### src/rtl/sbcd_pkg.sv
// Shared types and constants for the strided block copy DMA sequencer.
`default_nettype none
package sbcd_pkg;

	localparam int AddrWidthDef = 32;
	localparam int AddrWidthMax = 64;
	localparam int RegIdxWidth  = 3;

	// value of control_value that arms a block
	localparam logic [31:0] StartCmd = 32'd1;

	typedef enum logic {
		OpStart   = 1'b0,
		OpAdvance = 1'b1
	} op_t;

	typedef enum logic [RegIdxWidth-1:0] {
		RegSourceBase  = 3'd0,
		RegDestBase    = 3'd1,
		RegRowBytes    = 3'd2,
		RegRowTotal    = 3'd3,
		RegSourcePitch = 3'd4,
		RegDestPitch   = 3'd5
	} reg_idx_t;

	typedef struct packed {
		logic [31:0] source_base;
		logic [31:0] dest_base;
		logic [31:0] row_bytes;
		logic [31:0] row_total;
		logic [31:0] source_pitch;
		logic [31:0] dest_pitch;
	} cfg_t;

	// first pipeline stage: everything but the byte count product
	typedef struct packed {
		logic        valid;
		logic        issue;
		logic [31:0] read_address;
		logic [31:0] write_address;
		logic [31:0] mul_a;
		logic [31:0] mul_b;
		logic        last;
	} stage1_t;

endpackage
`default_nettype wire

### src/rtl/strided_block_copy_dma_core.sv
// Top level of the strided block copy DMA address sequencer.
// Usage: program the six registers over the cfg channel (cfg_index 0..5:
// source base, dest base, row bytes, row total, source pitch, dest pitch);
// cfg_ready is always high and indexes 6 and 7 are dropped. On the input
// channel, opcode start with control_value 1 arms a block while idle, and
// each advance transfer produces the next row's read/write addresses.
// Every input transfer yields exactly one output transfer; when nothing is
// issued all output fields are zero. Equal pitches and row width collapse
// the block into one transfer of row_bytes * rows bytes, marked last.
// Pipeline: the sequencer stage registers each accepted input, then the count
// multiply stage registers it into the output transfer.
// Throughput: one item per cycle while out_stall is low, set by the row counter
// and address accumulators; the 32x32 byte count multiply has its own stage.
// Reset clears the registers and the block state to idle, and both
// pipeline stages to empty. When out_stall is high the output register
// holds; the stage in front fills, then in_stall rises.
`default_nettype none
module strided_block_copy_dma_core #(
	parameter int ADDR_WIDTH = sbcd_pkg::AddrWidthDef
) (
	input  wire logic                              clk,
	input  wire logic                              arst_n,
	input  wire logic                              cfg_valid,
	output logic                                   cfg_ready,
	input  wire logic [sbcd_pkg::RegIdxWidth-1:0]  cfg_index,
	input  wire logic [31:0]                       cfg_data,
	input  wire logic                              in_valid,
	output logic                                   in_stall,
	input  wire logic                              opcode,
	input  wire logic [31:0]                       control_value,
	output logic                                   out_valid,
	input  wire logic                              out_stall,
	output logic                                   issue,
	output logic [31:0]                            read_address,
	output logic [31:0]                            write_address,
	output logic [31:0]                            byte_count,
	output logic                                   last
);
	import sbcd_pkg::*;

	cfg_t    cfg;
	stage1_t s1;
	logic    s2_ready;

	sbcd_cfg_regs u_cfg (
		.clk       (clk),
		.arst_n    (arst_n),
		.cfg_valid (cfg_valid),
		.cfg_ready (cfg_ready),
		.cfg_index (cfg_index),
		.cfg_data  (cfg_data),
		.cfg       (cfg)
	);

	sbcd_seq #(
		.ADDR_WIDTH (ADDR_WIDTH)
	) u_seq (
		.clk           (clk),
		.arst_n        (arst_n),
		.cfg           (cfg),
		.in_valid      (in_valid),
		.in_stall      (in_stall),
		.opcode        (opcode),
		.control_value (control_value),
		.s2_ready      (s2_ready),
		.s1            (s1)
	);

	sbcd_count u_count (
		.clk           (clk),
		.arst_n        (arst_n),
		.s1            (s1),
		.s2_ready      (s2_ready),
		.out_valid     (out_valid),
		.out_stall     (out_stall),
		.issue         (issue),
		.read_address  (read_address),
		.write_address (write_address),
		.byte_count    (byte_count),
		.last          (last)
	);

endmodule
`default_nettype wire

### src/rtl/sbcd_cfg_regs.sv
// Configuration register file of the strided block copy DMA sequencer.
`default_nettype none
module sbcd_cfg_regs (
	input  wire logic                                clk,
	input  wire logic                                arst_n,
	input  wire logic                                cfg_valid,
	output logic                                     cfg_ready,
	input  wire logic [sbcd_pkg::RegIdxWidth-1:0]    cfg_index,
	input  wire logic [31:0]                         cfg_data,
	output sbcd_pkg::cfg_t                           cfg
);
	import sbcd_pkg::*;

	cfg_t cfg_q;

	assign cfg_ready = 1'b1;
	assign cfg       = cfg_q;

	always_ff @(posedge clk or negedge arst_n) begin
		if (!arst_n) begin
			cfg_q <= '0;
		end else if (cfg_valid && cfg_ready) begin
			unique case (cfg_index)
				RegSourceBase:  cfg_q.source_base  <= cfg_data;
				RegDestBase:    cfg_q.dest_base    <= cfg_data;
				RegRowBytes:    cfg_q.row_bytes    <= cfg_data;
				RegRowTotal:    cfg_q.row_total    <= cfg_data;
				RegSourcePitch: cfg_q.source_pitch <= cfg_data;
				RegDestPitch:   cfg_q.dest_pitch   <= cfg_data;
				default: ;
			endcase
		end
	end

endmodule
`default_nettype wire

### src/rtl/sbcd_seq.sv
// Row sequencer: block state, address accumulators and the first pipeline stage.
`default_nettype none
module sbcd_seq #(
	parameter int ADDR_WIDTH = sbcd_pkg::AddrWidthDef
) (
	input  wire logic              clk,
	input  wire logic              arst_n,
	input  sbcd_pkg::cfg_t         cfg,
	input  wire logic              in_valid,
	output logic                   in_stall,
	input  wire logic              opcode,
	input  wire logic [31:0]       control_value,
	input  wire logic              s2_ready,
	output sbcd_pkg::stage1_t      s1
);
	import sbcd_pkg::*;

	logic                  busy_q;
	logic [31:0]           row_index_q;
	logic [ADDR_WIDTH-1:0] src_row_q;
	logic [ADDR_WIDTH-1:0] dst_row_q;
	stage1_t               s1_q;

	logic                  accept;
	logic                  contig;
	logic                  is_adv;
	logic                  rows_left;
	logic                  fin;
	logic                  do_issue;
	logic [31:0]           rows_rem;
	logic [31:0]           src_out;
	logic [31:0]           dst_out;

	assign in_stall  = s1_q.valid && !s2_ready;
	assign accept    = in_valid && !in_stall;
	assign is_adv    = (opcode == OpAdvance);
	assign contig    = (cfg.source_pitch == cfg.row_bytes) && (cfg.dest_pitch == cfg.row_bytes);
	assign rows_left = (row_index_q < cfg.row_total);
	assign fin       = (row_index_q + 32'd1 == cfg.row_total);
	assign do_issue  = is_adv && busy_q && (contig || rows_left);
	assign rows_rem  = rows_left ? (cfg.row_total - row_index_q) : '0;
	assign src_out   = 32'(AddrWidthMax'(src_row_q));
	assign dst_out   = 32'(AddrWidthMax'(dst_row_q));
	assign s1        = s1_q;

	// block state
	always_ff @(posedge clk or negedge arst_n) begin
		if (!arst_n) begin
			busy_q      <= 1'b0;
			row_index_q <= '0;
			src_row_q   <= '0;
			dst_row_q   <= '0;
		end else if (accept) begin
			if (!is_adv) begin
				if (control_value == StartCmd && !busy_q) begin
					row_index_q <= '0;
					src_row_q   <= ADDR_WIDTH'(cfg.source_base);
					dst_row_q   <= ADDR_WIDTH'(cfg.dest_base);
					busy_q      <= contig || (cfg.row_total != '0);
				end
			end else if (busy_q) begin
				if (contig || !rows_left) begin
					busy_q <= 1'b0;
				end else begin
					row_index_q <= row_index_q + 32'd1;
					src_row_q   <= src_row_q + ADDR_WIDTH'(cfg.source_pitch);
					dst_row_q   <= dst_row_q + ADDR_WIDTH'(cfg.dest_pitch);
					if (fin) begin
						busy_q <= 1'b0;
					end
				end
			end
		end
	end

	// stage 1 register; a result that issues nothing carries zeros in every field but valid
	always_ff @(posedge clk or negedge arst_n) begin
		if (!arst_n) begin
			s1_q <= '0;
		end else if (accept) begin
			s1_q.valid         <= 1'b1;
			s1_q.issue         <= do_issue;
			s1_q.read_address  <= do_issue ? src_out : '0;
			s1_q.write_address <= do_issue ? dst_out : '0;
			s1_q.mul_a         <= do_issue ? cfg.row_bytes : '0;
			s1_q.mul_b         <= !do_issue ? '0 : (contig ? rows_rem : 32'd1);
			s1_q.last          <= do_issue && (contig || fin);
		end else if (s2_ready) begin
			s1_q.valid <= 1'b0;
		end
	end

	a_busy_falls_on_advance: assert property (@(posedge clk) disable iff (!arst_n)
		$fell(busy_q) |-> $past(accept && is_adv))
		else $error("busy dropped without an accepted advance");

	a_start_clears_row: assert property (@(posedge clk) disable iff (!arst_n)
		accept && !is_adv && control_value == StartCmd && !busy_q |=> row_index_q == '0)
		else $error("start did not rewind the row index");

	a_idle_advance_silent: assert property (@(posedge clk) disable iff (!arst_n)
		accept && is_adv && !busy_q |=> !s1_q.issue)
		else $error("advance while idle issued a transfer");

endmodule
`default_nettype wire

### src/rtl/sbcd_count.sv
// Byte count multiply and output register of the strided block copy DMA sequencer.
`default_nettype none
module sbcd_count (
	input  wire logic              clk,
	input  wire logic              arst_n,
	input  sbcd_pkg::stage1_t      s1,
	output logic                   s2_ready,
	output logic                   out_valid,
	input  wire logic              out_stall,
	output logic                   issue,
	output logic [31:0]            read_address,
	output logic [31:0]            write_address,
	output logic [31:0]            byte_count,
	output logic                   last
);
	import sbcd_pkg::*;

	logic        valid_s2;
	logic        issue_s2;
	logic [31:0] rd_s2;
	logic [31:0] wr_s2;
	logic [31:0] count_s2;
	logic        last_s2;

	assign s2_ready = !valid_s2 || !out_stall;

	always_ff @(posedge clk or negedge arst_n) begin
		if (!arst_n) begin
			valid_s2 <= 1'b0;
		end else if (s2_ready) begin
			valid_s2 <= s1.valid;
		end
	end

	// low 32 bits of the product give the count modulo 2^32
	always_ff @(posedge clk) begin
		if (s2_ready && s1.valid) begin
			issue_s2 <= s1.issue;
			rd_s2    <= s1.read_address;
			wr_s2    <= s1.write_address;
			count_s2 <= s1.mul_a * s1.mul_b;
			last_s2  <= s1.last;
		end
	end

	assign out_valid     = valid_s2;
	assign issue         = issue_s2;
	assign read_address  = rd_s2;
	assign write_address = wr_s2;
	assign byte_count    = count_s2;
	assign last          = last_s2;

	a_last_needs_issue: assert property (@(posedge clk) disable iff (!arst_n)
		valid_s2 && last_s2 |-> issue_s2)
		else $error("last flagged on a result that issues nothing");

endmodule
`default_nettype wire
### config.mk
export PLATFORM = sky130hd
export DESIGN_NAME = strided_block_copy_dma_core
export DESIGN_NICKNAME = d
export VERILOG_FILES = /design/src/rtl/sbcd_pkg.sv /design/src/rtl/strided_block_copy_dma_core.sv /design/src/rtl/sbcd_cfg_regs.sv /design/src/rtl/sbcd_seq.sv /design/src/rtl/sbcd_count.sv
export SDC_FILE = /design/constraint.sdc
export NUM_CORES = 2
export LEC_CHECK = 0
export BUFFER_PORTS_ARGS = -buffer_cell sky130_fd_sc_hd__buf_2
export CAP_MARGIN = 10
export CORE_MARGIN = 1
export CORE_UTILIZATION = 60
export CTS_CLUSTER_SIZE = 25
export DETAILED_ROUTE_END_ITERATION = 7
export GPL_TIMING_DRIVEN = 0
export PLACE_DENSITY = 0.78
export SLEW_MARGIN = 10
export SYNTH_ARGS = -nofsm -noshare
export SYNTH_HDL_FRONTEND = slang
export SYNTH_SLANG_ARGS = --single-unit
### constraint.sdc
create_clock -name clk -period 11.6 [get_ports clk]
set_input_delay 1.16 -clock clk [delete_from_list [all_inputs] [get_ports clk]]
set_output_delay 1.16 -clock clk [all_outputs]
set_load 0.01 [all_outputs]
# Word-level counts from Yosys, hierarchy flattened
# Cells that the tools add are included.
# op_classes
n_mul,1
addsub,4
muxes,25
magnitude_cmp,1
div,0
eq_ne,11
bitwise,0
n_reduce_logical,31
shifts,0
# ops
operator,n
$mux 32,18
$eq 32x32->1,3
$add 32x32->32,2
$add 32x1->32 const B,1
$eq 32x1->1 const B,1
$lt 32x32->1,1
$mul 32x32->32,1
$reduce_bool 32->1,1
$sub 32x32->32,1
$reduce_and 2->1,7
$logic_and 1x1->1,8
$mux 1,7
$eq 3x2->1 const B,2
$eq 3x3->1 const B,2
$logic_not 1->1,6
$logic_or 1x1->1,5
$reduce_and 4->1,1
$reduce_bool 2->1,2
$eq 3x1->1 const B,1
$logic_not 3->1,1
$ne 2x1->1 const B,1
$ne 2x2->1 const B,1
# totals
regBits,519
ramBits,0
input_bits,73
n_memories,0
latchBits,0
output_inout_bits,101
wordCells,96
rom_bits,0

# Logic depth before layout (Yosys ltp)
# depth
ltp_word,7
ltp_mapped,28
ltp_nobuf,26

# Cells and area by module
# Synthesis repeated with hierarchy kept, for this count alone.
# hier_totals
cells_unflattened,3960
area_unflattened_um2,41695.0
# modules_own_cells
mod,cells_per_inst,seq_area_each_um2,area_per_inst_um2,n_inst
sbcd_count,1809,2967.8,18748.0,1
sbcd_seq,1737,5705.5,15571.2,1
sbcd_cfg_regs,414,4804.6,7375.8,1

# Worst setup path before layout
# OpenSTA, ideal clock, no wires.
# synth_timing
path_kind,input-to-reg
start,input port out_stall
end,"register u_count.count_s2[0], in the netlist u_count.byte_count[0], enable pin"
setup_ns,0.705
arrival_ns,8.230
path_slack_ns,2.665
cell_stages,1
required_ns,10.895
path_buffers,0
path_cell_list,a21boi_0
# synth_via
elab_chain_len,3
# synth_lines
element,line,text
"start, declared",strided_block_copy_dma_core.sv:32,"input wire logic out_stall,"
$logic_not 1->1,sbcd_count.sv:25,assign s2_ready = !valid_s2 || !out_stall;
$logic_or 1x1->1,sbcd_count.sv:25,
$logic_and 1x1->1,sbcd_count.sv:37,if (s2_ready && s1.valid) begin
"end signal, assigned",sbcd_count.sv:41,count_s2 <= s1.mul_a * s1.mul_b;
"end, declared",sbcd_count.sv:22,logic [31:0] count_s2;
# Every way passes these cells.
# A chain may end at the register's enable or synchronous reset.

# Worst setup path after layout
# layout_timing
start,register u_seq.s1_q (netlist bit u_seq.s1[4])
end,"register u_count.count_s2[31], in the netlist u_count.byte_count[31], data pin"
# layout_via
elab_chain_len,1
# layout_lines
element,line,text
"start, declared",sbcd_seq.sv:22,stage1_t s1_q;
$mul 32x32->32,sbcd_count.sv:41,
# Every way passes these cells.

==> impl_metrics.json <==
{
  "layout.cells.most_common": "inv_1",
  "tightestPinTransition_ns": 1.05,
  "synth_edf_count": 98,
  "clk_pin_slew_ns": 0.06,
  "drt_first_pass_iters": 5,
  "timing.final.max_slew_violations": 0,
  "critPathLaunchType": "flop",
  "synth_top_cell_area_share_pct": 25.7,
  "grt_antenna_before_repair": 8,
  "clock_path_buffers": 3,
  "number_of_nets_produced_by_synthesis": 4607,
  "die-height_um": 263,
  "ys_top_cells_by_area": "dfrtp_1 (26%), fa_1 (20%), edfxtp_1 (7.2%)",
  "die_x_um": 263,
  "synthCells": 3905,
  "routed_via_count_divided_by_cell_count": 6.12,
  "run_status": "complete, no violations",
  "synth_cell_types": 76,
  "rsz0062_at_grt": "no",
  "synth-seq-cells": 519,
  "warning_count_from_the_yosys_run": 0,
  "layout_cells_sized_above_1_pct": 12.0,
  "avgSynthCellArea_um2": 10.5,
  "cts_buffers": 55,
  "final_antenna_net_count": 0,
  "post_drt_wl_per_cell_um": 24.7,
  "holdBufCountCts": 0,
  "crit_path_end_kind": "flop",
  "final_core_util_pct": 66.9,
  "finClkSkew_ns": 0.0576,
  "fin_tns_setup_ns": 0,
  "clock_tree_from_tritoncts": "built",
  "power_density_mw_per_mm2": 150,
  "rows": 95,
  "total_power_mw": 6.76,
  "worst_skew_pair.late_latency_ns": 0.66,
  "cts.root.buffer_cell": "clkbuf_16",
  "gr-usage-all-layers_pct": 36.7,
  "drt_iter0_markers": 2901,
  "number_of_top_level_design_ports": 174,
  "wl_um": 125000,
  "critPathMaxFanout": 10,
  "grt_pass1_wl_um": 190000,
  "mostFrequentLayoutCells": "inv_1 (456), dfrtp_1 (421), fa_1 (411)",
  "cp.arrival_ns": 9.33,
  "cp.required_ns": 11.94,
  "dieArea_mm2": 0.0693,
  "worst_slew_margin_rel_pct": 29.5,
  "finalHoldViolations": 0,
  "grt_pass1_vias": 31300,
  "cts_repair_resize_count": 0,
  "routabilityCongestion": 1.04,
  "worst_hold_class": "input port to asynchronous set/reset pin",
  "setup_violations": 0,
  "h-tree-depth": 2,
  "synth.yosys.seq_area_share_pct": 32.9,
  "max_cap_viol_count": 0,
  "core_mm2": 0.0674,
  "synth.cell_area_mm2": 0.0410,
  "initial_core_util_pct": 60.8,
  "standby_leakage_power_nw": 21.0,
  "fin_nets": 4843,
  "maximum_number_of_pins_on_one_net_before_global_route_repair": 104,
  "worstSetupPathType": "flop to flop",
  "routed-via-count": 31000,
  "post_cts.repair.setup_buffers": 0,
  "ys_async_rst_share_pct": 81.1,
  "place_hpwl_um": 97100,
  "r2r_setup_slack_ns": 2.61,
  "post-route-drc-count": 0,
  "fin_crit_period_ns": 8.99,
  "cts_num_sinks": 519,
  "layout-area-overhead-vs-synth_pct": 10.1,
  "yosys.area.top_type": "dfrtp_1",
  "grt.overflow.total": 0,
  "port_buffers": 171,
  "fmaxAchievable_mhz": 111,
  "finalCritPeriodShare_pct": 77.5,
  "top_ff_cell_synth": "dfrtp_1",
  "power.ir.vdd_worst_mv": 0.133
}
-- layer usage --
metal | part of all wire, % | global-route usage, % | vias up
met3 | 9.1 | 7.58 | 447
li1 | - | - | 13500
met2 | 46 | 58.1 | 1584
met5 | 0.018 | 0 | -
met4 | 7.6 | 24.3 | 4
met1 | 37 | 45.7 | 15500
-- area by class of cell --
cell class              count  area, um2
diodes                      6       15.0
multi-input cells        2747      25100
fillers                  5148      22300
inverters                 457       1720
plain buffers             182        734
repair buffers            179       1060
clock inverters            29        382
well taps                 873       1090
clock buffers              75       1560
flip-flops and latches    519      13500
-- worst paths after layout --
check / depth (start not counted) / from / end
max: 23 / u_seq.s1[4] / u_count.byte_count[31]
min: 1 / arst_n / u_seq.s1[98]
max reg2reg: 23 / u_seq.s1[4] / u_count.byte_count[31]
min reg2reg: 0 / u_seq.s1[104] / u_count.read_address[7]
max in group asynchronous: 4 / arst_n / u_seq.s1[22]
min in group clk: 0 / u_seq.s1[104] / u_count.read_address[7]
-- where the power goes --
part | switching [mW] | internal [mW] | leakage (nW)
Sequential | 0.425 | 2.21 | 6.34
Combinational | 1.26 | 0.993 | 13.7
Clock | 0.787 | 1.09 | 0.954
-- worst max-delay path: stages (launching register included) --
cell and delay, ns:
dfrtp_1 0.39, clkbuf_1 0.57, clkbuf_1 0.73, nand2_1 0.17, fa_1 0.58, fa_1 0.44, fa_1 0.52, fa_1 0.56
inv_1 0.06, fa_1 0.49, fa_1 0.54, inv_1 0.05, fa_1 0.45, fa_1 0.50, inv_1 0.04, ha_1 0.34
nand3_1 0.12, a211oi_1 0.39, o31ai_1 0.19, a21oi_1 0.61, a221o_1 0.34, nand2_1 0.08, o21ai_0 0.39, xnor2_1 0.14
-- metrics by stage --
stage	hold WS, ns	instance area, um2	instances	setup WS, ns
detailed placement	0.433	43100	4957	2.76
floorplan	0.425	41000	3905	2.67
CTS	0.363	45100	5061	2.72
global placement	0.429	42900	4949	-1.63
finish	0.361	45100	5067	2.61
global route	0.387	45100	5061	2.28
-- registers in the layout, indices dropped and copies added (netlist names) --
register / flops
u_cfg.cfg: 192
u_seq.src_out: 32
u_count.byte_count: 32
u_seq.dst_out: 32
u_count.last: 1
u_count.write_address: 32
u_seq.busy_q: 1
u_count.read_address: 32
u_seq.row_index_q: 32
u_count.out_valid: 1
u_count.issue: 1
u_seq.s1: 131
-- synthesized netlist by cell type, drive strengths merged (7+ instances only) --
cell and number:
mux2i 42, o21a 24, nor2b 18, a21boi 7, clkbuf 165, xor2 63
or3 25, inv 457, buf 17, a211oi 10, a31oi 11, and2 327
fa 411, nand2b 18, nand4 20, o211ai 7, nor2 96, dfrtp 421
o21ai 145, ha 218, xnor2 165, o21bai 13, a21oi 135, and3 26
o22ai 11, edfxtp 98, a22o 126, nor3 65, o31ai 13, a21o 61
nor4 27, mux2 193, nand3 50, nand2 342
-- logic make-up after synthesis --
logic type	synth area share [%]
buffers and inverters	5.98
AND/OR/NAND/NOR	12.9
adder cells (fa/ha/maj)	26.7
AO/OA/AOI/OAI	10.2
multiplexers	6.33
XOR/XNOR	4.87
other	0.00915
flip-flops	32.9
No activity file was read; power rests on OpenSTA's default activity.
